==> src/utf8_name_sanitizer_macros.svh <==
// Assertion macros shared by the name sanitizer RTL.
// Depends on a clock named clk and an active-low reset named arst_n in scope.
`ifndef UTF8_NAME_SANITIZER_MACROS_SVH
`define UTF8_NAME_SANITIZER_MACROS_SVH

// Same-cycle implication.
`define U8NS_ASSERT_IMPL(lbl, ante, cons, msg) \
	lbl: assert property (@(posedge clk) disable iff (!arst_n) (ante) |-> (cons)) \
		else $error(msg);

// Next-cycle implication.
`define U8NS_ASSERT_NEXT(lbl, ante, cons, msg) \
	lbl: assert property (@(posedge clk) disable iff (!arst_n) (ante) |=> (cons)) \
		else $error(msg);

`endif

==> src/u8ns_pkg.sv <==
// Types, constants and helpers for the UTF-8 name sanitizer.
// No dependencies; the module files refer to it by scoped names.
`default_nettype none

package u8ns_pkg;

	localparam int unsigned BYTES_W    = 10;
	localparam int unsigned CHARS_W    = 8;
	localparam int unsigned CFG_IDX_W  = 1;
	localparam int unsigned CFG_DATA_W = 10;

	localparam logic [BYTES_W-1:0] RST_MAX_BYTES = 10'd360;
	localparam logic [CHARS_W-1:0] RST_MAX_CHARS = 8'd120;

	localparam logic [7:0] CTRL_LIMIT = 8'h20;
	localparam logic [7:0] DEL_CHAR   = 8'h7F;
	localparam logic [7:0] ASCII_TOP  = 8'h80;
	localparam logic [7:0] MASK_CONT  = 8'hC0;
	localparam logic [7:0] TAG_CONT   = 8'h80;
	localparam logic [7:0] MASK_LEAD2 = 8'hE0;
	localparam logic [7:0] TAG_LEAD2  = 8'hC0;
	localparam logic [7:0] MASK_LEAD3 = 8'hF0;
	localparam logic [7:0] TAG_LEAD3  = 8'hE0;
	localparam logic [7:0] MASK_LEAD4 = 8'hF8;
	localparam logic [7:0] TAG_LEAD4  = 8'hF0;

	localparam int unsigned JOBQ_DEPTH = 4;
	localparam int unsigned JOBQ_AW    = 2;
	localparam int unsigned OUTQ_DEPTH = 4;
	localparam int unsigned OUTQ_AW    = 2;

	typedef enum logic [CFG_IDX_W-1:0] {
		REG_MAX_BYTES = 1'b0,
		REG_MAX_CHARS = 1'b1
	} cfg_reg_t;

	typedef struct packed {
		logic [7:0] in_byte;
		logic       last_byte;
	} item_t;

	typedef struct packed {
		logic [7:0]         out_byte;
		logic               name_end;
		logic [BYTES_W-1:0] name_bytes;
		logic [CHARS_W-1:0] name_chars;
	} result_t;

	// One unit of work for the back end: a whole character and/or a terminator.
	typedef struct packed {
		logic [2:0]         nbytes;
		logic [3:0][7:0]    bytes;
		logic [BYTES_W-1:0] bytes_base;
		logic [CHARS_W-1:0] chars;
		logic               term;
	} job_t;

	// Sequence length announced by a lead byte, zero if not a lead.
	function automatic logic [2:0] lead_len(input logic [7:0] b);
		logic [2:0] len;
		begin
			len = 3'd0;
			if ((b & MASK_LEAD2) == TAG_LEAD2) begin
				len = 3'd2;
			end else if ((b & MASK_LEAD3) == TAG_LEAD3) begin
				len = 3'd3;
			end else if ((b & MASK_LEAD4) == TAG_LEAD4) begin
				len = 3'd4;
			end
			return len;
		end
	endfunction

endpackage

`default_nettype wire

==> src/u8ns_front.sv <==
// Front end: classifies each byte, tracks the pending character and counts.
// Depends on u8ns_pkg and the assertion macros header.
`default_nettype none
`include "utf8_name_sanitizer_macros.svh"

module u8ns_front (
	input  wire logic                           clk,
	input  wire logic                           arst_n,
	input  wire logic                           accept,
	input  wire u8ns_pkg::item_t                item,
	input  wire logic [u8ns_pkg::BYTES_W-1:0]   max_bytes,
	input  wire logic [u8ns_pkg::CHARS_W-1:0]   max_chars,
	output      logic                           job_valid,
	output      u8ns_pkg::job_t                 job
);

	logic [7:0]                     lead_q;
	logic [2:0]                     seq_len_q;
	logic [1:0]                     gathered_q;
	logic [7:0]                     cont_q [3];
	logic [u8ns_pkg::BYTES_W-1:0]   bytes_q;
	logic [u8ns_pkg::CHARS_W-1:0]   chars_q;
	logic                           stopped_q;

	logic [7:0]  b;
	logic        is_cont, cont_path, complete, fresh;
	logic [2:0]  fresh_len;
	logic        want_emit, limit_ok, emit_ok, emit_fail, zero_stop;
	logic [2:0]  emit_len;
	logic [3:0][7:0] emit_bytes;
	logic [7:0]  cont_m [3];
	logic [8:0]  chars_inc;
	logic [10:0] bytes_sum;

	assign b         = item.in_byte;
	assign is_cont   = (b & u8ns_pkg::MASK_CONT) == u8ns_pkg::TAG_CONT;
	assign cont_path = !stopped_q && (seq_len_q != 3'd0) && is_cont;
	assign fresh     = !stopped_q && !cont_path;
	assign complete  = cont_path && ((3'(gathered_q) + 3'd2) >= seq_len_q);
	assign fresh_len = u8ns_pkg::lead_len(b);
	assign zero_stop = fresh && (b == 8'd0);

	always_comb begin
		for (int i = 0; i < 3; i++) begin
			cont_m[i] = (gathered_q == 2'(i)) ? b : cont_q[i];
		end
	end

	always_comb begin
		want_emit  = 1'b0;
		emit_len   = 3'd0;
		emit_bytes = '0;
		if (complete) begin
			want_emit  = 1'b1;
			emit_len   = seq_len_q;
			emit_bytes = {cont_m[2], cont_m[1], cont_m[0], lead_q};
		end else if (fresh && b >= u8ns_pkg::CTRL_LIMIT && b < u8ns_pkg::ASCII_TOP
		             && b != u8ns_pkg::DEL_CHAR) begin
			want_emit     = 1'b1;
			emit_len      = 3'd1;
			emit_bytes[0] = b;
		end
	end

	assign chars_inc = 9'(chars_q) + 9'd1;
	assign bytes_sum = 11'(bytes_q) + 11'(emit_len);
	assign limit_ok  = (chars_inc <= 9'(max_chars)) && (bytes_sum <= 11'(max_bytes));
	assign emit_ok   = want_emit && limit_ok;
	assign emit_fail = want_emit && !limit_ok;

	assign job_valid       = accept && (emit_ok || item.last_byte);
	assign job.nbytes      = emit_ok ? emit_len : 3'd0;
	assign job.bytes       = emit_bytes;
	assign job.bytes_base  = bytes_q;
	assign job.chars       = emit_ok ? chars_inc[u8ns_pkg::CHARS_W-1:0] : chars_q;
	assign job.term        = item.last_byte;

	always_ff @(posedge clk or negedge arst_n) begin
		if (!arst_n) begin
			lead_q     <= '0;
			seq_len_q  <= '0;
			gathered_q <= '0;
			bytes_q    <= '0;
			chars_q    <= '0;
			stopped_q  <= 1'b0;
		end else if (accept) begin
			if (item.last_byte) begin
				lead_q     <= '0;
				seq_len_q  <= '0;
				gathered_q <= '0;
				bytes_q    <= '0;
				chars_q    <= '0;
				stopped_q  <= 1'b0;
			end else begin
				if (cont_path) begin
					if (complete) begin
						seq_len_q  <= '0;
						gathered_q <= '0;
					end else begin
						gathered_q <= gathered_q + 2'd1;
					end
				end else if (fresh) begin
					gathered_q <= '0;
					if (fresh_len != 3'd0) begin
						lead_q    <= b;
						seq_len_q <= fresh_len;
					end else begin
						seq_len_q <= '0;
					end
				end
				if (emit_ok) begin
					chars_q <= chars_inc[u8ns_pkg::CHARS_W-1:0];
					bytes_q <= bytes_sum[u8ns_pkg::BYTES_W-1:0];
				end
				if (emit_fail || zero_stop) begin
					stopped_q <= 1'b1;
				end
			end
		end
	end

	// Continuation bytes carry no reset; only entries of the pending character are read.
	always_ff @(posedge clk) begin
		if (accept && cont_path) begin
			cont_q[gathered_q] <= b;
		end
	end

	`U8NS_ASSERT_IMPL(a_pend_bound, seq_len_q != 3'd0, (3'(gathered_q) + 3'd1) < seq_len_q, "pending count past length")
	`U8NS_ASSERT_IMPL(a_stop_clear, stopped_q, seq_len_q == 3'd0, "character pending while stopped")

endmodule

`default_nettype wire

==> src/u8ns_jobq.sv <==
// Short job queue between the front and back ends.
// Depends on u8ns_pkg and the assertion macros header.
`default_nettype none
`include "utf8_name_sanitizer_macros.svh"

module u8ns_jobq (
	input  wire logic            clk,
	input  wire logic            arst_n,
	input  wire logic            push,
	input  wire u8ns_pkg::job_t  wdata,
	output      logic            full,
	input  wire logic            pop,
	output      logic            valid,
	output      u8ns_pkg::job_t  rdata
);

	localparam int unsigned CNT_W = u8ns_pkg::JOBQ_AW + 1;

	u8ns_pkg::job_t                  mem_q [u8ns_pkg::JOBQ_DEPTH];
	logic [u8ns_pkg::JOBQ_AW-1:0]    wr_q, rd_q;
	logic [CNT_W-1:0]                cnt_q;
	logic                            do_push, do_pop;

	assign full    = cnt_q == CNT_W'(u8ns_pkg::JOBQ_DEPTH);
	assign valid   = cnt_q != '0;
	assign do_push = push && !full;
	assign do_pop  = pop && valid;
	assign rdata   = mem_q[rd_q];

	always_ff @(posedge clk or negedge arst_n) begin
		if (!arst_n) begin
			wr_q  <= '0;
			rd_q  <= '0;
			cnt_q <= '0;
		end else begin
			if (do_push) begin
				wr_q <= wr_q + 1'b1;
			end
			if (do_pop) begin
				rd_q <= rd_q + 1'b1;
			end
			cnt_q <= cnt_q + CNT_W'(do_push) - CNT_W'(do_pop);
		end
	end

	always_ff @(posedge clk) begin
		if (do_push) begin
			mem_q[wr_q] <= wdata;
		end
	end

	`U8NS_ASSERT_NEXT(a_jobq_grow, push && !full && !pop, cnt_q == CNT_W'($past(cnt_q) + 1'b1), "job count did not grow")

endmodule

`default_nettype wire

==> src/u8ns_back.sv <==
// Back end: expands jobs into result requests and buffers them for the consumer.
// Depends on u8ns_pkg and the assertion macros header.
`default_nettype none
`include "utf8_name_sanitizer_macros.svh"

module u8ns_back (
	input  wire logic               clk,
	input  wire logic               arst_n,
	input  wire logic               job_valid,
	input  wire u8ns_pkg::job_t     job,
	output      logic               job_pop,
	input  wire logic               pop,
	output      logic               empty,
	output      u8ns_pkg::result_t  result
);

	localparam int unsigned CNT_W = u8ns_pkg::OUTQ_AW + 1;

	logic [2:0]                     idx_q;
	logic [2:0]                     total, idx_plus;
	logic                           step, last_step, outq_full, do_pop;
	u8ns_pkg::result_t              res_d;
	u8ns_pkg::result_t              mem_q [u8ns_pkg::OUTQ_DEPTH];
	logic [u8ns_pkg::OUTQ_AW-1:0]   wr_q, rd_q;
	logic [CNT_W-1:0]               cnt_q;

	assign total     = job.nbytes + 3'(job.term);
	assign outq_full = cnt_q == CNT_W'(u8ns_pkg::OUTQ_DEPTH);
	assign step      = job_valid && !outq_full;
	assign last_step = (idx_q + 3'd1) == total;
	assign job_pop   = step && last_step;
	assign idx_plus  = (idx_q < job.nbytes) ? idx_q + 3'd1 : job.nbytes;

	// Character bytes first, terminator last.
	always_comb begin
		res_d.name_bytes = job.bytes_base + u8ns_pkg::BYTES_W'(idx_plus);
		res_d.name_chars = job.chars;
		if (idx_q < job.nbytes) begin
			res_d.out_byte = job.bytes[idx_q[1:0]];
			res_d.name_end = 1'b0;
		end else begin
			res_d.out_byte = 8'd0;
			res_d.name_end = 1'b1;
		end
	end

	assign empty  = cnt_q == '0;
	assign do_pop = pop && !empty;
	assign result = mem_q[rd_q];

	always_ff @(posedge clk or negedge arst_n) begin
		if (!arst_n) begin
			idx_q <= '0;
			wr_q  <= '0;
			rd_q  <= '0;
			cnt_q <= '0;
		end else begin
			if (step) begin
				idx_q <= last_step ? 3'd0 : idx_q + 3'd1;
				wr_q  <= wr_q + 1'b1;
			end
			if (do_pop) begin
				rd_q <= rd_q + 1'b1;
			end
			cnt_q <= cnt_q + CNT_W'(step) - CNT_W'(do_pop);
		end
	end

	always_ff @(posedge clk) begin
		if (step) begin
			mem_q[wr_q] <= res_d;
		end
	end

	`U8NS_ASSERT_IMPL(a_idx_in_job, idx_q != 3'd0, job_valid && (idx_q < total), "expansion index outside job")
	`U8NS_ASSERT_IMPL(a_outq_bound, 1'b1, cnt_q <= CNT_W'(u8ns_pkg::OUTQ_DEPTH), "result queue overflow")

endmodule

`default_nettype wire

==> src/utf8_name_sanitizer.sv <==
// Top level of the UTF-8 name sanitizer: limit registers, front end, job queue, back end.
// Depends on u8ns_pkg, u8ns_front, u8ns_jobq and u8ns_back.
//
//   channel  | handshake           | payload
//   ---------+---------------------+-------------------------------------------
//   bytes in | push / full         | item   (in_byte, last_byte)
//   results  | empty / pop         | result (out_byte, name_end, name_bytes, name_chars)
//   config   | cfg_we              | cfg_idx, cfg_data (0: max bytes, 1: max chars)
//
// One byte is accepted per cycle while the job queue is not full; the front end
// classifies it and updates the per-name state in that same cycle. The back end
// writes one result per cycle into a four-deep result queue while it has room,
// so the last byte of a 4-byte character that also closes the name yields five
// results; the job queue (four entries) absorbs these bursts. full rises only
// while the job queue holds four jobs. Results pass the job and then the result queue.
// arst_n clears all control state and loads the limit reset values (360, 120).
`default_nettype none

module utf8_name_sanitizer (
	input  wire logic                              clk,
	input  wire logic                              arst_n,
	input  wire logic                              push,
	output      logic                              full,
	input  wire u8ns_pkg::item_t                   item,
	output      logic                              empty,
	input  wire logic                              pop,
	output      u8ns_pkg::result_t                 result,
	input  wire logic                              cfg_we,
	input  wire logic [u8ns_pkg::CFG_IDX_W-1:0]    cfg_idx,
	input  wire logic [u8ns_pkg::CFG_DATA_W-1:0]   cfg_data
);

	logic [u8ns_pkg::BYTES_W-1:0] max_bytes_q;
	logic [u8ns_pkg::CHARS_W-1:0] max_chars_q;

	logic            accept;
	logic            fe_job_valid, jq_valid, jq_pop;
	u8ns_pkg::job_t  fe_job, jq_job;

	// Limit registers; the current value applies at each check.
	always_ff @(posedge clk or negedge arst_n) begin
		if (!arst_n) begin
			max_bytes_q <= u8ns_pkg::RST_MAX_BYTES;
			max_chars_q <= u8ns_pkg::RST_MAX_CHARS;
		end else if (cfg_we) begin
			unique case (u8ns_pkg::cfg_reg_t'(cfg_idx))
				u8ns_pkg::REG_MAX_BYTES: max_bytes_q <= cfg_data[u8ns_pkg::BYTES_W-1:0];
				u8ns_pkg::REG_MAX_CHARS: max_chars_q <= cfg_data[u8ns_pkg::CHARS_W-1:0];
				default: ;
			endcase
		end
	end

	// Take a request whenever the job queue has room.
	assign accept = push && !full;

	u8ns_front u_front (
		.clk       (clk),
		.arst_n    (arst_n),
		.accept    (accept),
		.item      (item),
		.max_bytes (max_bytes_q),
		.max_chars (max_chars_q),
		.job_valid (fe_job_valid),
		.job       (fe_job)
	);

	// Hold jobs here so the front keeps taking bytes while results drain.
	u8ns_jobq u_jobq (
		.clk    (clk),
		.arst_n (arst_n),
		.push   (fe_job_valid),
		.wdata  (fe_job),
		.full   (full),
		.pop    (jq_pop),
		.valid  (jq_valid),
		.rdata  (jq_job)
	);

	// Advance one result per cycle out of the head job while the result queue has room.
	u8ns_back u_back (
		.clk       (clk),
		.arst_n    (arst_n),
		.job_valid (jq_valid),
		.job       (jq_job),
		.job_pop   (jq_pop),
		.pop       (pop),
		.empty     (empty),
		.result    (result)
	);

endmodule

`default_nettype wire
==> config.mk <==
export PLATFORM = sky130hd
export DESIGN_NAME = utf8_name_sanitizer
export DESIGN_NICKNAME = d
export VERILOG_FILES = /design/src/u8ns_pkg.sv /design/src/u8ns_front.sv /design/src/u8ns_jobq.sv /design/src/u8ns_back.sv /design/src/utf8_name_sanitizer.sv
export VERILOG_INCLUDE_DIRS = /design/src /design/src/src
export SDC_FILE = /design/constraint.sdc
export NUM_CORES = 1
export LEC_CHECK = 0
export BUFFER_PORTS_ARGS = -buffer_cell sky130_fd_sc_hd__buf_4
export CAP_MARGIN = 15
export CORE_MARGIN = 1.5
export CORE_UTILIZATION = 40
export CTS_CLUSTER_DIAMETER = 200
export DETAILED_ROUTE_END_ITERATION = 7
export GPL_ROUTABILITY_DRIVEN = 0
export HOLD_SLACK_MARGIN = 0.1
export PLACE_DENSITY = 0.52
export SLEW_MARGIN = 40
export SYNTH_ARGS = -nofsm -noshare
export SYNTH_HDL_FRONTEND = slang
export SYNTH_HIERARCHICAL = 1
export SYNTH_SLANG_ARGS = --single-unit
export TNS_END_PERCENT = 20
==> constraint.sdc <==
create_clock -name clk -period 16 [get_ports clk]
set_input_delay 2.4 -clock clk [delete_from_list [all_inputs] [get_ports clk]]
set_output_delay 2.4 -clock clk [all_outputs]
set_load 0.02 [all_outputs]
==> flow_summary.toml <==
[run_status]
status = "completed"

[grt]
grt_usage = 0.158
grt_overflow = 0
grt_pass1_vias = 9221
antenna_found_initial = 0
grt_max_degree = 68
grt_pass1_wl_mm = 55.5

[sta]
clock_skew_ps = 13.6
setup_tns_ps = 0
fin_crit_ps = 8260
tightest_slew_ps = 780
drv_slew = 0
setup_viol = 0
rsz0062_at_grt = "no"
hold_viol_final = 0
layout_setup_ws_ps = 7740
fin_hold_ws_ps = 486
post-route-period-util = 0.516
max-slew-margin-rel = 0.476
fmax_ghz = 0.121

[power_and_ir_drop]
p_leak_nw = 7.21
sw_frac_of_total = 0.310
p_int_w = 0.00286
power_frac_comb = 0.311
clkPwrFrac = 0.261
ir_worst_vdd_uv = 95.5
power_density_nw_per_um2 = 203
p_switching_w = 0.00129
power_frac_seq = 0.428

[cts]
cts_resized = 0
clock_latency_ps = 560
cts_setup_buffers = 0
numCtsBuffers = 44
clock-sinks = 415
htreeDepth = 2
cts_tree = "yes"
clockRootBuffer = "clkbuf_16"
clockBufferDepth = 3
clk_pin_slew_ps = 60
cts_hold_buf = 0

[synth]
syn_area_per_cell_um2 = 17.4
syn_nets = 1108
yosys_most_used_dff = "edfxtp_1"
synthArstFlopShare = 0.161
yosysSeqAreaShare = 0.678
syn_inst = 1031
syn-cell-area_um2 = 17900
synth_edf_count = 348
ys_ff_latch = 415
synth_cell_types = 70
yosysWarnings = 6

[place]
detailed_place_hpwl_mm = 22.4
io_buffers = 53
post-place-ws_ps = 7090

[worst_setup_path]
critPathLaunchType = "input pin"
worstSetupPathType = "in2reg"
path_cells = "buf_4, nor4b_4, nand2_2, nor2_1, nor2_1, ha_1, inv_1, fa_1, nor2b_1, o2111ai_1, or2_1, xnor2_1, ha_1, a211oi_1, o221ai_1, o221ai_1, nand4b_4, a21oi_1, and3b_2, buf_4"
cp_max_fo = 40
critPathTopFamily = "simple AND/OR/NAND/NOR gates"
cp-end-kind = "register"
cp_num_buf_inv = 3
arrival_ps = 8450
slowest_delay_ps = 700
cp_slowest_cell = "a21oi_1"
critPathRequiredTime_ps = 16200

[finish]
drive_above_1_share = 0.239
nets = 1169
fin_util = 0.463
area_growth_pct = 14.2
n_fill_cell = 3789

[floorplan]
initial_core_util = 0.405
die_x_um = 215
core_um2 = 44200
num_rows = 77
die_h_um = 215
ios = 54
die_area_um2 = 46000

[route]
dr.pass1.iters = 4
viasPerCell = 5.21
wire_per_inst_um = 20.7
dr_wl_met3_mm = 1.47
drc = 0
drt_iter0_markers = 480
wl_met1_mm = 17.4
wirelength_mm = 35.6
vias = 8964
highest_layer = "met4"
antenna_left = 0
met2_length_mm = 16.0

[job]
drv_cap = 0

[min_path]
min_path_type = "reg2reg"
## Yosys cell counts, types with 3 or more instances
cell        n  area, um^2
or2_1       3        18.8
a21o_1      7        52.6
xor2_1     11        96.3
and3b_1     4        35.0
nor3_1      9        45.0
nand3_1    17        85.1
o211ai_1    7        52.6
nand4_1     6        37.5
or3_1       3        18.8
nand3b_1    3        22.5
clkbuf_1   15        56.3
nand2b_1    7        43.8
ha_1       48         601
buf_4       6        45.0
dfstp_2     8         210
or4_1      10        75.1
mux4_2     88        1980
a21oi_1    17        85.1
inv_1      47         176
dfrtp_1    59        1480
nor2_1     45         169
o21ai_1     7        35.0
mux2_2      9         101
nor2b_1    17         106
nand2_1    54         203
and2_1      6        37.5
o21ai_0     9        45.0
o221ai_1    7        61.3
mux2_4     10         150
buf_1       3        11.3
a211oi_1    3        22.5
and3_1      4        25.0
a31oi_1     3        18.8
fa_1        4        80.1
a22o_1      6        52.6
buf_6       7        78.8
mux2i_1    27         270
buf_2      16        80.1
nor4_1      3        18.8
xnor2_1    32         280
edfxtp_1  348       10500
## layer usage
layer | track usage | up-vias
met2 | 0.238 | 193
met4 | 0.0519 | 0
li1 | - | 4143
met3 | 0.0244 | 51
met1 | 0.236 | 4577
met5 | 0 | -
## through the flow
step,instance area [um^2],std cells,total power (W)
after floorplan,17900,1031,0.00268
after global placement,18900,1637,0.00309
after detailed placement,18900,1637,0.00312
after CTS,20400,1719,0.00422
after global routing,20500,1720,0.00439
final,20500,1721,0.00415
## placed cells by master (no fill, tap or decap), types with 8 or more instances in the layout
cell / synthesis / routed
nand2_1: 54 / 53
o21ai_0: 9 / 9
mux4_2: 88 / 88
nor2b_1: 17 / 17
mux2_4: 10 / 10
xor2_1: 11 / 11
nand3_1: 17 / 17
nor3_1: 9 / 9
clkbuf_16: 0 / 46
mux2i_1: 27 / 27
bufinv_16: 0 / 9
clkinv_2: 0 / 10
edfxtp_1: 348 / 348
xnor2_1: 32 / 32
inv_1: 47 / 47
ha_1: 48 / 48
dfstp_2: 8 / 8
mux2_2: 9 / 9
clkbuf_1: 15 / 11
buf_4: 6 / 58
dfrtp_1: 59 / 54
a21oi_1: 17 / 17
nor2_1: 45 / 45
or4_1: 10 / 10
## cell families after synthesis
logic type	count (synthesis)	share of synthesized area
xor+xnor	43	0.0210
fa+ha+maj	52	0.0380
simple gates	204	0.0614
mux	137	0.143
flops	415	0.678
buf+inv	96	0.0254
compound gates	84	0.0338
## power by group through the flow
stage / Clock (W) / Combinational [W] / Sequential [W]
floorplan: 0 / 0.000981 / 0.00170
global placement: 0 / 0.00130 / 0.00180
detailed placement: 0 / 0.00131 / 0.00180
CTS: 0.00112 / 0.00132 / 0.00178
global route: 0.00116 / 0.00142 / 0.00181
finish: 0.00108 / 0.00129 / 0.00177
## area by class of cell
class | instances | area [um^2] | share of cell area
multi-input combinational | 520 | 5330 | 0.261
inverter | 49 | 184 | 0.00899
antenna | 1 | 2.50 | 0.000122
tap | 592 | 741 | 0.0362
clock inverter | 25 | 363 | 0.0177
sequential | 415 | 12100 | 0.594
clock buffer | 57 | 1190 | 0.0583
timing repair buffer | 62 | 497 | 0.0243
## path summary, 6_finish.rpt
path / from / endpoint / slack, ps / cells after the start
worst max-delay path: item[7] / u_jobq/mem_q[0][44] / 7740 / 20
worst min-delay path: u_front/lead_q[6] / u_front/lead_q[6] / 490 / 1
worst max register to register: u_front/seq_len_q[2] / u_jobq/mem_q[0][44] / 8890 / 22
worst min register to register: u_front/lead_q[6] / u_front/lead_q[6] / 490 / 1
max in group asynchronous: arst_n / u_back/rd_q[0] / 13570 / 1
min in group asynchronous: arst_n / u_front/gathered_q[0] / 1820 / 1
## sequential cells by signal, summed over array words and instances (netlist names)
register            count
u_jobq/wr_q             2
u_front/chars_q         8
max_chars_q             8
u_front/cont_q         24
u_back/rd_q             2
u_back/wr_q             2
u_back/idx_q            3
u_jobq/cnt_q            3
u_back/mem_q          108
u_front/gathered_q      2
max_bytes_q            10
u_back/cnt_q            3
u_front/seq_len_q       3
u_front/bytes_q        10
u_front/lead_q          8
u_jobq/mem_q          216
u_jobq/rd_q             2
u_front/stopped_q       1
(Power assumes the default switching activity.)
